File: src/rtl/core/rc4_pkg.sv
// ----------------------------------------------------------------------------
// rc4_pkg
// Shared constants, types and controller/datapath command structs for the
// RC4 engine.
// ----------------------------------------------------------------------------
`default_nettype none

package rc4_pkg;

  // Permutation box geometry
  localparam int unsigned BOX_DEPTH = 256;
  localparam int unsigned BOX_AW    = 8;
  localparam logic [BOX_AW-1:0] BOX_LAST = 8'hff;

  // Key store geometry
  localparam int unsigned KEY_DEPTH  = 256;
  localparam int unsigned KEY_AW     = (KEY_DEPTH > 1) ? $clog2(KEY_DEPTH) : 1;
  localparam int unsigned KEY_CNT_W  = (KEY_DEPTH > 1) ? $clog2(KEY_DEPTH + 1) : 1;

  // Item kinds
  typedef enum logic {
    ACT_KEY   = 1'b0,
    ACT_CRYPT = 1'b1
  } action_t;

  // Controller states
  typedef enum logic [2:0] {
    ST_IDLE,
    ST_SCH_RD,
    ST_RD_B,
    ST_WR_A,
    ST_WR_B
  } state_t;

  // Controller to datapath
  typedef struct packed {
    logic key_store;
    logic sched_start;
    logic crypt_start;
    logic sched_read;
    logic read_b;
    logic add_key;
    logic write_a;
    logic write_b;
    logic sched_step;
    logic sched_end;
    logic load_out;
  } cmd_t;

  // Datapath to controller
  typedef struct packed {
    logic last_step;
    logic out_free;
  } sts_t;

endpackage

`default_nettype wire

File: src/rtl/core/rc4_if.sv
// ----------------------------------------------------------------------------
// rc4_if
// Valid/ready channel interfaces for the RC4 engine input and result streams.
// ----------------------------------------------------------------------------
`default_nettype none

interface rc4_in_if;
  logic       valid;
  logic       ready;
  logic       action;
  logic [7:0] data_byte;
  logic       last_item;

  modport source (output valid, output action, output data_byte, output last_item,
                  input ready);
  modport sink   (input valid, input action, input data_byte, input last_item,
                  output ready);
endinterface

interface rc4_out_if;
  logic       valid;
  logic       ready;
  logic [7:0] out_byte;
  logic       out_last;

  modport source (output valid, output out_byte, output out_last, input ready);
  modport sink   (input valid, input out_byte, input out_last, output ready);
endinterface

`default_nettype wire

File: src/rtl/core/rc4_ram.sv
// ----------------------------------------------------------------------------
// rc4_ram
// Generic single-write, single-read RAM with registered read data.
// ----------------------------------------------------------------------------
`default_nettype none

module rc4_ram #(
  parameter int unsigned WIDTH = 8,
  parameter int unsigned DEPTH = 256,
  parameter int unsigned AW    = (DEPTH > 1) ? $clog2(DEPTH) : 1
) (
  input  wire logic             clk,
  input  wire logic             we,
  input  wire logic [AW-1:0]    waddr,
  input  wire logic [WIDTH-1:0] wdata,
  input  wire logic             re,
  input  wire logic [AW-1:0]    raddr,
  output logic      [WIDTH-1:0] rdata
);

  logic [WIDTH-1:0] mem [DEPTH];

  // Write port
  always_ff @(posedge clk) begin
    if (we) begin
      mem[waddr] <= wdata;
    end
  end

  // Registered read, old data on a same-address collision
  always_ff @(posedge clk) begin
    if (re) begin
      rdata <= mem[raddr];
    end
  end

endmodule

`default_nettype wire

File: src/rtl/core/rc4_ctrl.sv
// ----------------------------------------------------------------------------
// rc4_ctrl
// Sequencer for the RC4 engine: walks the read/read/write/write swap step
// for both the generator and each round of the key schedule.
// ----------------------------------------------------------------------------
`default_nettype none

module rc4_ctrl (
  input  wire logic          clk,
  input  wire logic          rst,
  input  wire logic          din_valid,
  input  wire logic          din_action,
  input  wire logic          din_last,
  output logic               din_ready,
  input  wire rc4_pkg::sts_t sts,
  output rc4_pkg::cmd_t      cmd
);
  import rc4_pkg::*;

  state_t state, state_next;
  logic   sched, sched_next;

  // State register
  always_ff @(posedge clk) begin
    if (rst) begin
      state <= ST_IDLE;
      sched <= 1'b0;
    end else begin
      state <= state_next;
      sched <= sched_next;
    end
  end

  // Next state and commands
  always_comb begin
    state_next = state;
    sched_next = sched;
    cmd        = '0;
    din_ready  = 1'b0;
    unique case (state)
      ST_IDLE: begin
        din_ready = ~rst;
        if (din_valid && !rst) begin
          if (din_action == ACT_KEY) begin
            cmd.key_store = 1'b1;
            if (din_last) begin
              cmd.sched_start = 1'b1;
              sched_next      = 1'b1;
              state_next      = ST_SCH_RD;
            end
          end else begin
            cmd.crypt_start = 1'b1;
            state_next      = ST_RD_B;
          end
        end
      end
      ST_SCH_RD: begin
        cmd.sched_read = 1'b1;
        state_next     = ST_RD_B;
      end
      ST_RD_B: begin
        cmd.read_b  = 1'b1;
        cmd.add_key = sched;
        state_next  = ST_WR_A;
      end
      ST_WR_A: begin
        cmd.write_a = 1'b1;
        state_next  = ST_WR_B;
      end
      ST_WR_B: begin
        cmd.write_b = 1'b1;
        if (sched) begin
          cmd.sched_step = 1'b1;
          if (sts.last_step) begin
            cmd.sched_end = 1'b1;
            sched_next    = 1'b0;
            state_next    = ST_IDLE;
          end else begin
            state_next = ST_SCH_RD;
          end
        end else if (sts.out_free) begin
          cmd.load_out = 1'b1;
          state_next   = ST_IDLE;
        end
      end
      default: begin
        state_next = ST_IDLE;
        sched_next = 1'b0;
      end
    endcase
  end

`ifndef SYNTHESIS
  a_sched_enters: assert property (@(posedge clk) disable iff (rst)
    cmd.sched_start |=> (state == ST_SCH_RD && sched))
    else $error("schedule did not start after last key byte");

  a_sched_loops: assert property (@(posedge clk) disable iff (rst)
    (state == ST_WR_B && sched && !sts.last_step) |=> (state == ST_SCH_RD))
    else $error("schedule round did not continue");

  a_result_waits: assert property (@(posedge clk) disable iff (rst)
    (state == ST_WR_B && !sched && !sts.out_free) |=> (state == ST_WR_B))
    else $error("crypt result dropped while output busy");
`endif

endmodule

`default_nettype wire

File: src/rtl/core/rc4_dp.sv
// ----------------------------------------------------------------------------
// rc4_dp
// Datapath for the RC4 engine: box RAM with per-entry valid bits (invalid
// entries read as identity), key RAM, generator indices and result register.
// ----------------------------------------------------------------------------
`default_nettype none

module rc4_dp (
  input  wire logic          clk,
  input  wire logic          rst,
  input  wire rc4_pkg::cmd_t cmd,
  output rc4_pkg::sts_t      sts,
  input  wire logic [7:0]    data_byte,
  input  wire logic          last_item,
  input  wire logic          dout_ready,
  output logic               out_valid,
  output logic [7:0]         out_byte,
  output logic               out_last
);
  import rc4_pkg::*;

  // Index and counter state
  logic [BOX_AW-1:0]    idx_a;
  logic [BOX_AW-1:0]    idx_j;
  logic [KEY_AW-1:0]    key_idx;
  logic [KEY_CNT_W-1:0] key_count;
  logic [BOX_DEPTH-1:0] box_vld;

  // Payload registers
  logic [7:0]        val_a;
  logic [7:0]        val_b;
  logic [7:0]        data_q;
  logic              last_q;
  logic              eq_a;
  logic              eq_j;
  logic [BOX_AW-1:0] box_addr_q;
  logic              box_vld_q;

  // RAM ports
  logic              box_we, box_re;
  logic [BOX_AW-1:0] box_waddr, box_raddr;
  logic [7:0]        box_wdata, box_ram_q, box_dat;
  logic              key_we;
  logic [7:0]        key_dat;

  logic [7:0]           key_add;
  logic [BOX_AW-1:0]    j_sum;
  logic [KEY_CNT_W-1:0] key_idx_inc;
  logic                 key_room;
  logic [7:0]           ks;

  // Unwritten box entries read as their own address
  assign box_dat = box_vld_q ? box_ram_q : box_addr_q;

  assign key_add = cmd.add_key ? key_dat : 8'd0;
  assign j_sum   = idx_j + box_dat + key_add;

  // Box read address
  always_comb begin
    box_re    = 1'b1;
    box_raddr = idx_a;
    priority if (cmd.crypt_start) begin
      box_raddr = idx_a + BOX_AW'(1);
    end else if (cmd.sched_read) begin
      box_raddr = idx_a;
    end else if (cmd.read_b) begin
      box_raddr = j_sum;
    end else if (cmd.write_a) begin
      box_raddr = val_a + box_dat;
    end else begin
      box_re = 1'b0;
    end
  end

  // Box write: first leg writes b at a, second writes a at j
  always_comb begin
    box_we    = cmd.write_a | cmd.write_b;
    box_waddr = cmd.write_a ? idx_a : idx_j;
    box_wdata = cmd.write_a ? box_dat : val_a;
  end

  rc4_ram #(.WIDTH(8), .DEPTH(BOX_DEPTH)) u_box_ram (
    .clk   (clk),
    .we    (box_we),
    .waddr (box_waddr),
    .wdata (box_wdata),
    .re    (box_re),
    .raddr (box_raddr),
    .rdata (box_ram_q)
  );

  // Key store, written in arrival order until full
  assign key_room = key_count < KEY_CNT_W'(KEY_DEPTH);
  assign key_we   = cmd.key_store & key_room;

  rc4_ram #(.WIDTH(8), .DEPTH(KEY_DEPTH)) u_key_ram (
    .clk   (clk),
    .we    (key_we),
    .waddr (key_count[KEY_AW-1:0]),
    .wdata (data_byte),
    .re    (cmd.sched_read),
    .raddr (key_idx),
    .rdata (key_dat)
  );

  // Valid bits: cleared to identity at reset and schedule start, set on each write
  always_ff @(posedge clk) begin
    if (rst || cmd.sched_start) begin
      box_vld <= '0;
    end else if (box_we) begin
      box_vld[box_waddr] <= 1'b1;
    end
  end

  always_ff @(posedge clk) begin
    if (box_re) begin
      box_addr_q <= box_raddr;
      box_vld_q  <= box_vld[box_raddr];
    end
  end

  // Generator / schedule indices
  assign key_idx_inc = KEY_CNT_W'(key_idx) + KEY_CNT_W'(1);

  always_ff @(posedge clk) begin
    if (rst) begin
      idx_a     <= '0;
      idx_j     <= '0;
      key_idx   <= '0;
      key_count <= '0;
    end else begin
      if (cmd.sched_start) begin
        idx_a <= '0;
      end else if (cmd.crypt_start || cmd.sched_step) begin
        idx_a <= idx_a + BOX_AW'(1);
      end

      if (cmd.sched_start || cmd.sched_end) begin
        idx_j <= '0;
      end else if (cmd.read_b) begin
        idx_j <= j_sum;
      end

      // Key index cycles over the stored key length
      if (cmd.sched_start) begin
        key_idx <= '0;
      end else if (cmd.sched_step) begin
        key_idx <= (key_idx_inc == key_count) ? '0 : KEY_AW'(key_idx_inc);
      end

      if (cmd.sched_end) begin
        key_count <= '0;
      end else if (key_we) begin
        key_count <= key_count + KEY_CNT_W'(1);
      end
    end
  end

  // Swap operands, crypt item payload and keystream forwarding flags
  always_ff @(posedge clk) begin
    if (cmd.crypt_start) begin
      data_q <= data_byte;
      last_q <= last_item;
    end
    if (cmd.read_b) begin
      val_a <= box_dat;
    end
    if (cmd.write_a) begin
      val_b <= box_dat;
      eq_a  <= (box_raddr == idx_a);
      eq_j  <= (box_raddr == idx_j);
    end
  end

  // Keystream read was issued before the swap finished; forward new values
  always_comb begin
    priority if (eq_j) begin
      ks = val_a;
    end else if (eq_a) begin
      ks = val_b;
    end else begin
      ks = box_dat;
    end
  end

  // Result register
  always_ff @(posedge clk) begin
    if (rst) begin
      out_valid <= 1'b0;
    end else if (cmd.load_out) begin
      out_valid <= 1'b1;
    end else if (dout_ready) begin
      out_valid <= 1'b0;
    end
  end

  always_ff @(posedge clk) begin
    if (cmd.load_out) begin
      out_byte <= data_q ^ ks;
      out_last <= last_q;
    end
  end

  assign sts.last_step = (idx_a == BOX_LAST);
  assign sts.out_free  = ~out_valid | dout_ready;

`ifndef SYNTHESIS
  a_sched_clears: assert property (@(posedge clk) disable iff (rst)
    cmd.sched_end |=> (idx_a == '0 && idx_j == '0 && key_count == '0))
    else $error("indices not cleared after key schedule");

  a_load_free: assert property (@(posedge clk) disable iff (rst)
    cmd.load_out |-> (!out_valid || dout_ready))
    else $error("result register overwritten");

  a_key_bound: assert property (@(posedge clk) disable iff (rst)
    key_count <= KEY_CNT_W'(KEY_DEPTH))
    else $error("key count past key store depth");
`endif

endmodule

`default_nettype wire

File: src/rtl/core/rc4_stream_cipher.sv
// ----------------------------------------------------------------------------
// rc4_stream_cipher
// RC4 stream cipher engine: key load, key schedule and keystream XOR.
// ----------------------------------------------------------------------------
// Key bytes (action 0) are taken one per cycle while idle and stored in
// order; bytes past the key store depth are dropped. The key byte that
// carries last_item also runs the key schedule, 256 rounds during which no
// item is taken. Each round and each crypt step is a chain of dependent box
// reads and a two-write swap on the box RAM (one read port, one write port),
// which sets the read, read, write, write order of the step. A crypt item
// (action 1) is accepted, walks RD_B, WR_A and WR_B, and its result is loaded
// into the output register at the end of WR_B; the next item is accepted in
// the following cycle even if that result has not been taken yet. A crypt
// result that finds the output register still full waits in its last step,
// and no item is taken until it moves. After reset the box is the identity
// permutation with no clearing pass; it is held by per-entry valid bits.
// ----------------------------------------------------------------------------
`default_nettype none

module rc4_stream_cipher (
  input  wire logic clk,
  input  wire logic rst,
  rc4_in_if.sink    din,
  rc4_out_if.source dout
);
  import rc4_pkg::*;

  cmd_t cmd;
  sts_t sts;

  rc4_ctrl u_ctrl (
    .clk        (clk),
    .rst        (rst),
    .din_valid  (din.valid),
    .din_action (din.action),
    .din_last   (din.last_item),
    .din_ready  (din.ready),
    .sts        (sts),
    .cmd        (cmd)
  );

  rc4_dp u_dp (
    .clk        (clk),
    .rst        (rst),
    .cmd        (cmd),
    .sts        (sts),
    .data_byte  (din.data_byte),
    .last_item  (din.last_item),
    .dout_ready (dout.ready),
    .out_valid  (dout.valid),
    .out_byte   (dout.out_byte),
    .out_last   (dout.out_last)
  );

endmodule

`default_nettype wire

File: src/flat_wrapper.sv
// flat-port wrapper written by rule: the top's interface ports become plain ports
module rc4_stream_cipher_flat import rc4_pkg::*;
  (clk, rst, din_valid, din_action, din_data_byte, din_last_item, din_ready, dout_valid, dout_out_byte, dout_out_last, dout_ready);
  rc4_in_if din_i ();
  rc4_out_if dout_i ();
  input  wire logic clk;
  input  wire logic rst;
  input wire logic [$bits(din_i.valid)-1:0] din_valid;
  input wire logic [$bits(din_i.action)-1:0] din_action;
  input wire logic [$bits(din_i.data_byte)-1:0] din_data_byte;
  input wire logic [$bits(din_i.last_item)-1:0] din_last_item;
  output wire logic [$bits(din_i.ready)-1:0] din_ready;
  output wire logic [$bits(dout_i.valid)-1:0] dout_valid;
  output wire logic [$bits(dout_i.out_byte)-1:0] dout_out_byte;
  output wire logic [$bits(dout_i.out_last)-1:0] dout_out_last;
  input wire logic [$bits(dout_i.ready)-1:0] dout_ready;
  assign din_i.valid = din_valid;
  assign din_i.action = din_action;
  assign din_i.data_byte = din_data_byte;
  assign din_i.last_item = din_last_item;
  assign din_ready = din_i.ready;
  assign dout_valid = dout_i.valid;
  assign dout_out_byte = dout_i.out_byte;
  assign dout_out_last = dout_i.out_last;
  assign dout_i.ready = dout_ready;
  rc4_stream_cipher u_core (.clk(clk), .rst(rst), .din(din_i), .dout(dout_i));
endmodule
File: config.mk
export PLATFORM = sky130hd
export DESIGN_NAME = rc4_stream_cipher_flat
export DESIGN_NICKNAME = d
export VERILOG_FILES = /design/src/rtl/core/rc4_pkg.sv /design/src/rtl/core/rc4_if.sv /design/src/rtl/core/rc4_ram.sv /design/src/rtl/core/rc4_ctrl.sv /design/src/rtl/core/rc4_dp.sv /design/src/rtl/core/rc4_stream_cipher.sv /design/src/flat_wrapper.sv
export SDC_FILE = /design/constraint.sdc
export NUM_CORES = 2
export LEC_CHECK = 0
export BUFFER_PORTS_ARGS = -buffer_cell sky130_fd_sc_hd__buf_2
export CAP_MARGIN = 5
export CORE_MARGIN = 2
export CORE_UTILIZATION = 45
export DETAILED_ROUTE_END_ITERATION = 8
export SYNTH_ARGS = -nofsm -noshare
export SYNTH_HDL_FRONTEND = slang
export SYNTH_HIERARCHICAL = 1
export SYNTH_SLANG_ARGS = --single-unit
export TNS_END_PERCENT = 30
File: constraint.sdc
create_clock -name clk -period 13.05 [get_ports clk]
set_input_delay 3.2625 -clock clk [delete_from_list [all_inputs] [get_ports clk]]
set_output_delay 3.2625 -clock clk [all_outputs]
set_load 0.03 [all_outputs]
==> impl_metrics.toml <==
[finish]
final_common_cell = "edfxtp_1"
layout.cells.non_filler = 14982
nets = 9468
fin_util = 0.5028
syn_to_final_growth_pct = 11.06
drive_above_1_share = 0.1925
layout_common_cells = "4,157 x edfxtp_1, 913 x mux4_2, 904 x nor2_1"

[setup_path]
r2r_setup_slack_ps = 4820
slowest_delay_ps = 880
crit_family = "simple AND/OR/NAND/NOR gates"
critPathArrivalTime_ps = 9230
end_kind = "flop"
required_ps = 13750
worst-path-max-fanout = 77
startpoint_type = "primary input"
crit_slowest_cell = "nor4_1"
worstPathBufferInverterCount = 5
crit_chain = "buf_2 -> nor4_1 -> and3_1 -> nor2b_1 -> a221o_1 -> o21a_2 -> buf_4 -> inv_16 -> buf_12 -> mux4_2 -> nor2b_1 -> a211oi_1 -> nor2_1 -> nor4_1 -> buf_4 -> nor4_2"
crit_type = "primary input to flop"

[routing]
drt_iter0_drc = 10970
vias_per_cell = 6.115
vias = 91621
wl_per_cell_um = 29.87
drtAntennaViolNets = 0
drc = 0
routed_wl_um = 447600
first_pass_iters = 7

[floorplan]
die_width_um = 627.4
core_area_um2 = 386300
die-area_um2 = 393600
start_util = 0.4528
rows = 228
die_h_um = 627.4
io-pin-count = 25

[sta]
rsz0062_at_grt = "false"
slew_headroom = 0.04063
clock.fmax_mhz = 117.3
finalHoldViolCount = 0
fin_setup_tns_ps = 0
worstMarginPinSlew_ps = 1426
period_needed_ps = 8527
min_period_over_period = 0.6534
fin_worst_skew_ps = 52.81
setup_viol = 0
final_max_slew_viol_count = 0
hold_ws_ps = 428.6

[synth]
synth_cell_types = 91
synth_ff_type = "edfxtp_1"
synth_area_leaders = "edfxtp_1 71%, mux4_2 12%, dfxtp_1 3.4%"
ys_async_sr_fraction = 0
synth_edf_count = 4157
synth.avg_cell_area_um2 = 18.70
yosys_warnings = 6
syn_area_um2 = 174900
yosysSeqAreaShare = 0.7475
ys_seq_elements = 4451
syn-num-nets = 9390
synth_cells = 9351
yosys.area.top_type = "edfxtp_1"
yosysTopAreaCellShare = 0.7138

[clock_tree]
root_buffer = "clkbuf_16"
cts_tree = "done"
cts.repair.resized = 0
cts_buffer_depth = 4
path_clk_slew_ps = 60
htreeDepth = 5
cts_buffers = 441
clock_latency_ps = 990
hold_buffers = 0
clkSinkCount = 4451
cts_setup_buffers = 0

[placed_design]
post-place-cells = 14161
gp_congestion = 0.8654
io_buffer_count = 24
hpwl_um = 272800

[min_path]
hold_class = "flop to flop"

[global_route]
grt_pass1_vias = 90889
grt_max_degree = 194
gr-total-overflow = 0
grt_usage = 0.2251
grt_pass1_wl_um = 648900
antenna_found_initial = 16

[pwr]
p_int_mw = 24.36
switchingPower_mw = 8.112
combPwrFrac = 0.123
seq_power_share = 0.495
power_density_nw_per_um2 = 167.2
switching_share = 0.2498
power_mw = 32.47
p_clk_frac = 0.382
peakVddDrop_v = 0.0001302
p_leak_nw = 58.15

[run]
max-cap-violations = 0

[outcome]
outcome = "completed"
==> cell usage after synthesis, types with 10 or more instances <==
cell,count
o211ai_1,25
and3_1,32
buf_2,87
a221oi_1,32
nand2_1,283
a32oi_1,16
o22ai_1,62
inv_1,40
and2_1,23
mux2i_1,309
mux4_2,913
nand4_1,26
a22o_1,18
xnor2_1,25
buf_4,62
edfxtp_1,4157
buf_6,49
a311oi_1,28
a211oi_1,63
nor2_1,914
xor2_1,24
a21oi_1,502
nand2b_1,20
nor2b_1,69
nand3_1,113
buf_8,27
o221ai_1,99
buf_12,16
or3_1,10
ha_1,16
nor3_1,61
o22a_1,10
or2_2,12
clkbuf_1,318
nor4_1,51
buf_1,47
o21ai_0,59
dfxtp_1,294
a22oi_1,273
a31oi_1,18
==> routing by layer <==
metal	routed length, µm	GRT usage	part of all wire
met1	180200	0.3145	0.40
met2	216100	0.3638	0.48
met4	16670	0.07735	0.037
met3	34550	0.03282	0.077
met5	22	0	0.000049
==> cell type report <==
class	count	area (µm²)
fill	31191	192000
sequential	4451	130700
multi-input combinational	4247	40720
clock buffer	556	11750
tap	5175	6475
clock inverter	260	2360
timing repair buffer	241	1943
inverter	47	225.2
antenna	5	12.51
==> registers in the layout (all words and copies together), names as in the netlist, 9 cells and up <==
signal / flops
u_core/u_dp/u_key_ram/mem: 2048
u_core/u_dp/box_vld: 256
u_core/u_dp/key_count: 9
u_core/u_dp/u_box_ram/mem: 2048
==> cell families after synthesis <==
logic type | count (synthesis) | synth area share
DFF | 4451 | 0.7475
and+or+nand+nor | 1658 | 0.04163
AOI/OAI and AO/OA | 1283 | 0.04869
muxes | 1232 | 0.1363
buffers and inverters | 653 | 0.02134
xor gates and xnor gates | 49 | 0.002454
adders and majority gates | 25 | 0.002175
==> power by group through the flow <==
stage / registers [mW] / logic, mW / clock network, mW
after detailed placement: 16.4 / 3.99 / 0
after global placement: 16.4 / 3.92 / 0
after CTS: 16.1 / 3.99 / 12.6
after floorplan: 16.5 / 2.56 / 0
after global routing: 16.1 / 4.21 / 13.2
final: 16.1 / 3.99 / 12.4
==> per-stage QoR <==
| stage | worst slack, ps | instance area, µm² |
|---|---|---|
| CTS | 4629 | 194200 |
| floorplan | 2865 | 174900 |
| finish | 4523 | 194200 |
| global placement | 3587 | 180000 |
| detailed placement | 3577 | 180100 |
| global route | 4313 | 194200 |
==> worst paths after layout <==
check / startpoint / to / cells after the start
worst max register to register: u_core/u_ctrl/state[1] / u_core/u_dp/u_box_ram/rdata[3] / 21
worst min register to register: u_core/u_dp/last_q / u_core/u_dp/out_last / 0
worst min-delay path: u_core/u_dp/last_q / u_core/u_dp/out_last / 0
worst max-delay path: rst / u_core/u_dp/u_box_ram/rdata[0] / 16
==> worst reg2reg max path, stage by stage (launching register included) <==
cell      delay, ps
dfxtp_1         500
nor2b_1         220
and2b_2         620
and2_1          400
nand2_1         180
fa_1            520
inv_1            50
ha_1            220
fa_1            410
xor2_1          300
a221oi_1        130
o21ai_0         150
o211ai_1        160
buf_4           230
inv_4           300
buf_4           640
nor2b_1         950
nand2_1         140
a311oi_1        570
o221ai_1        360
a211oi_1        830
nor4_1           90
Note: power is estimated with default switching activity, not from simulation.
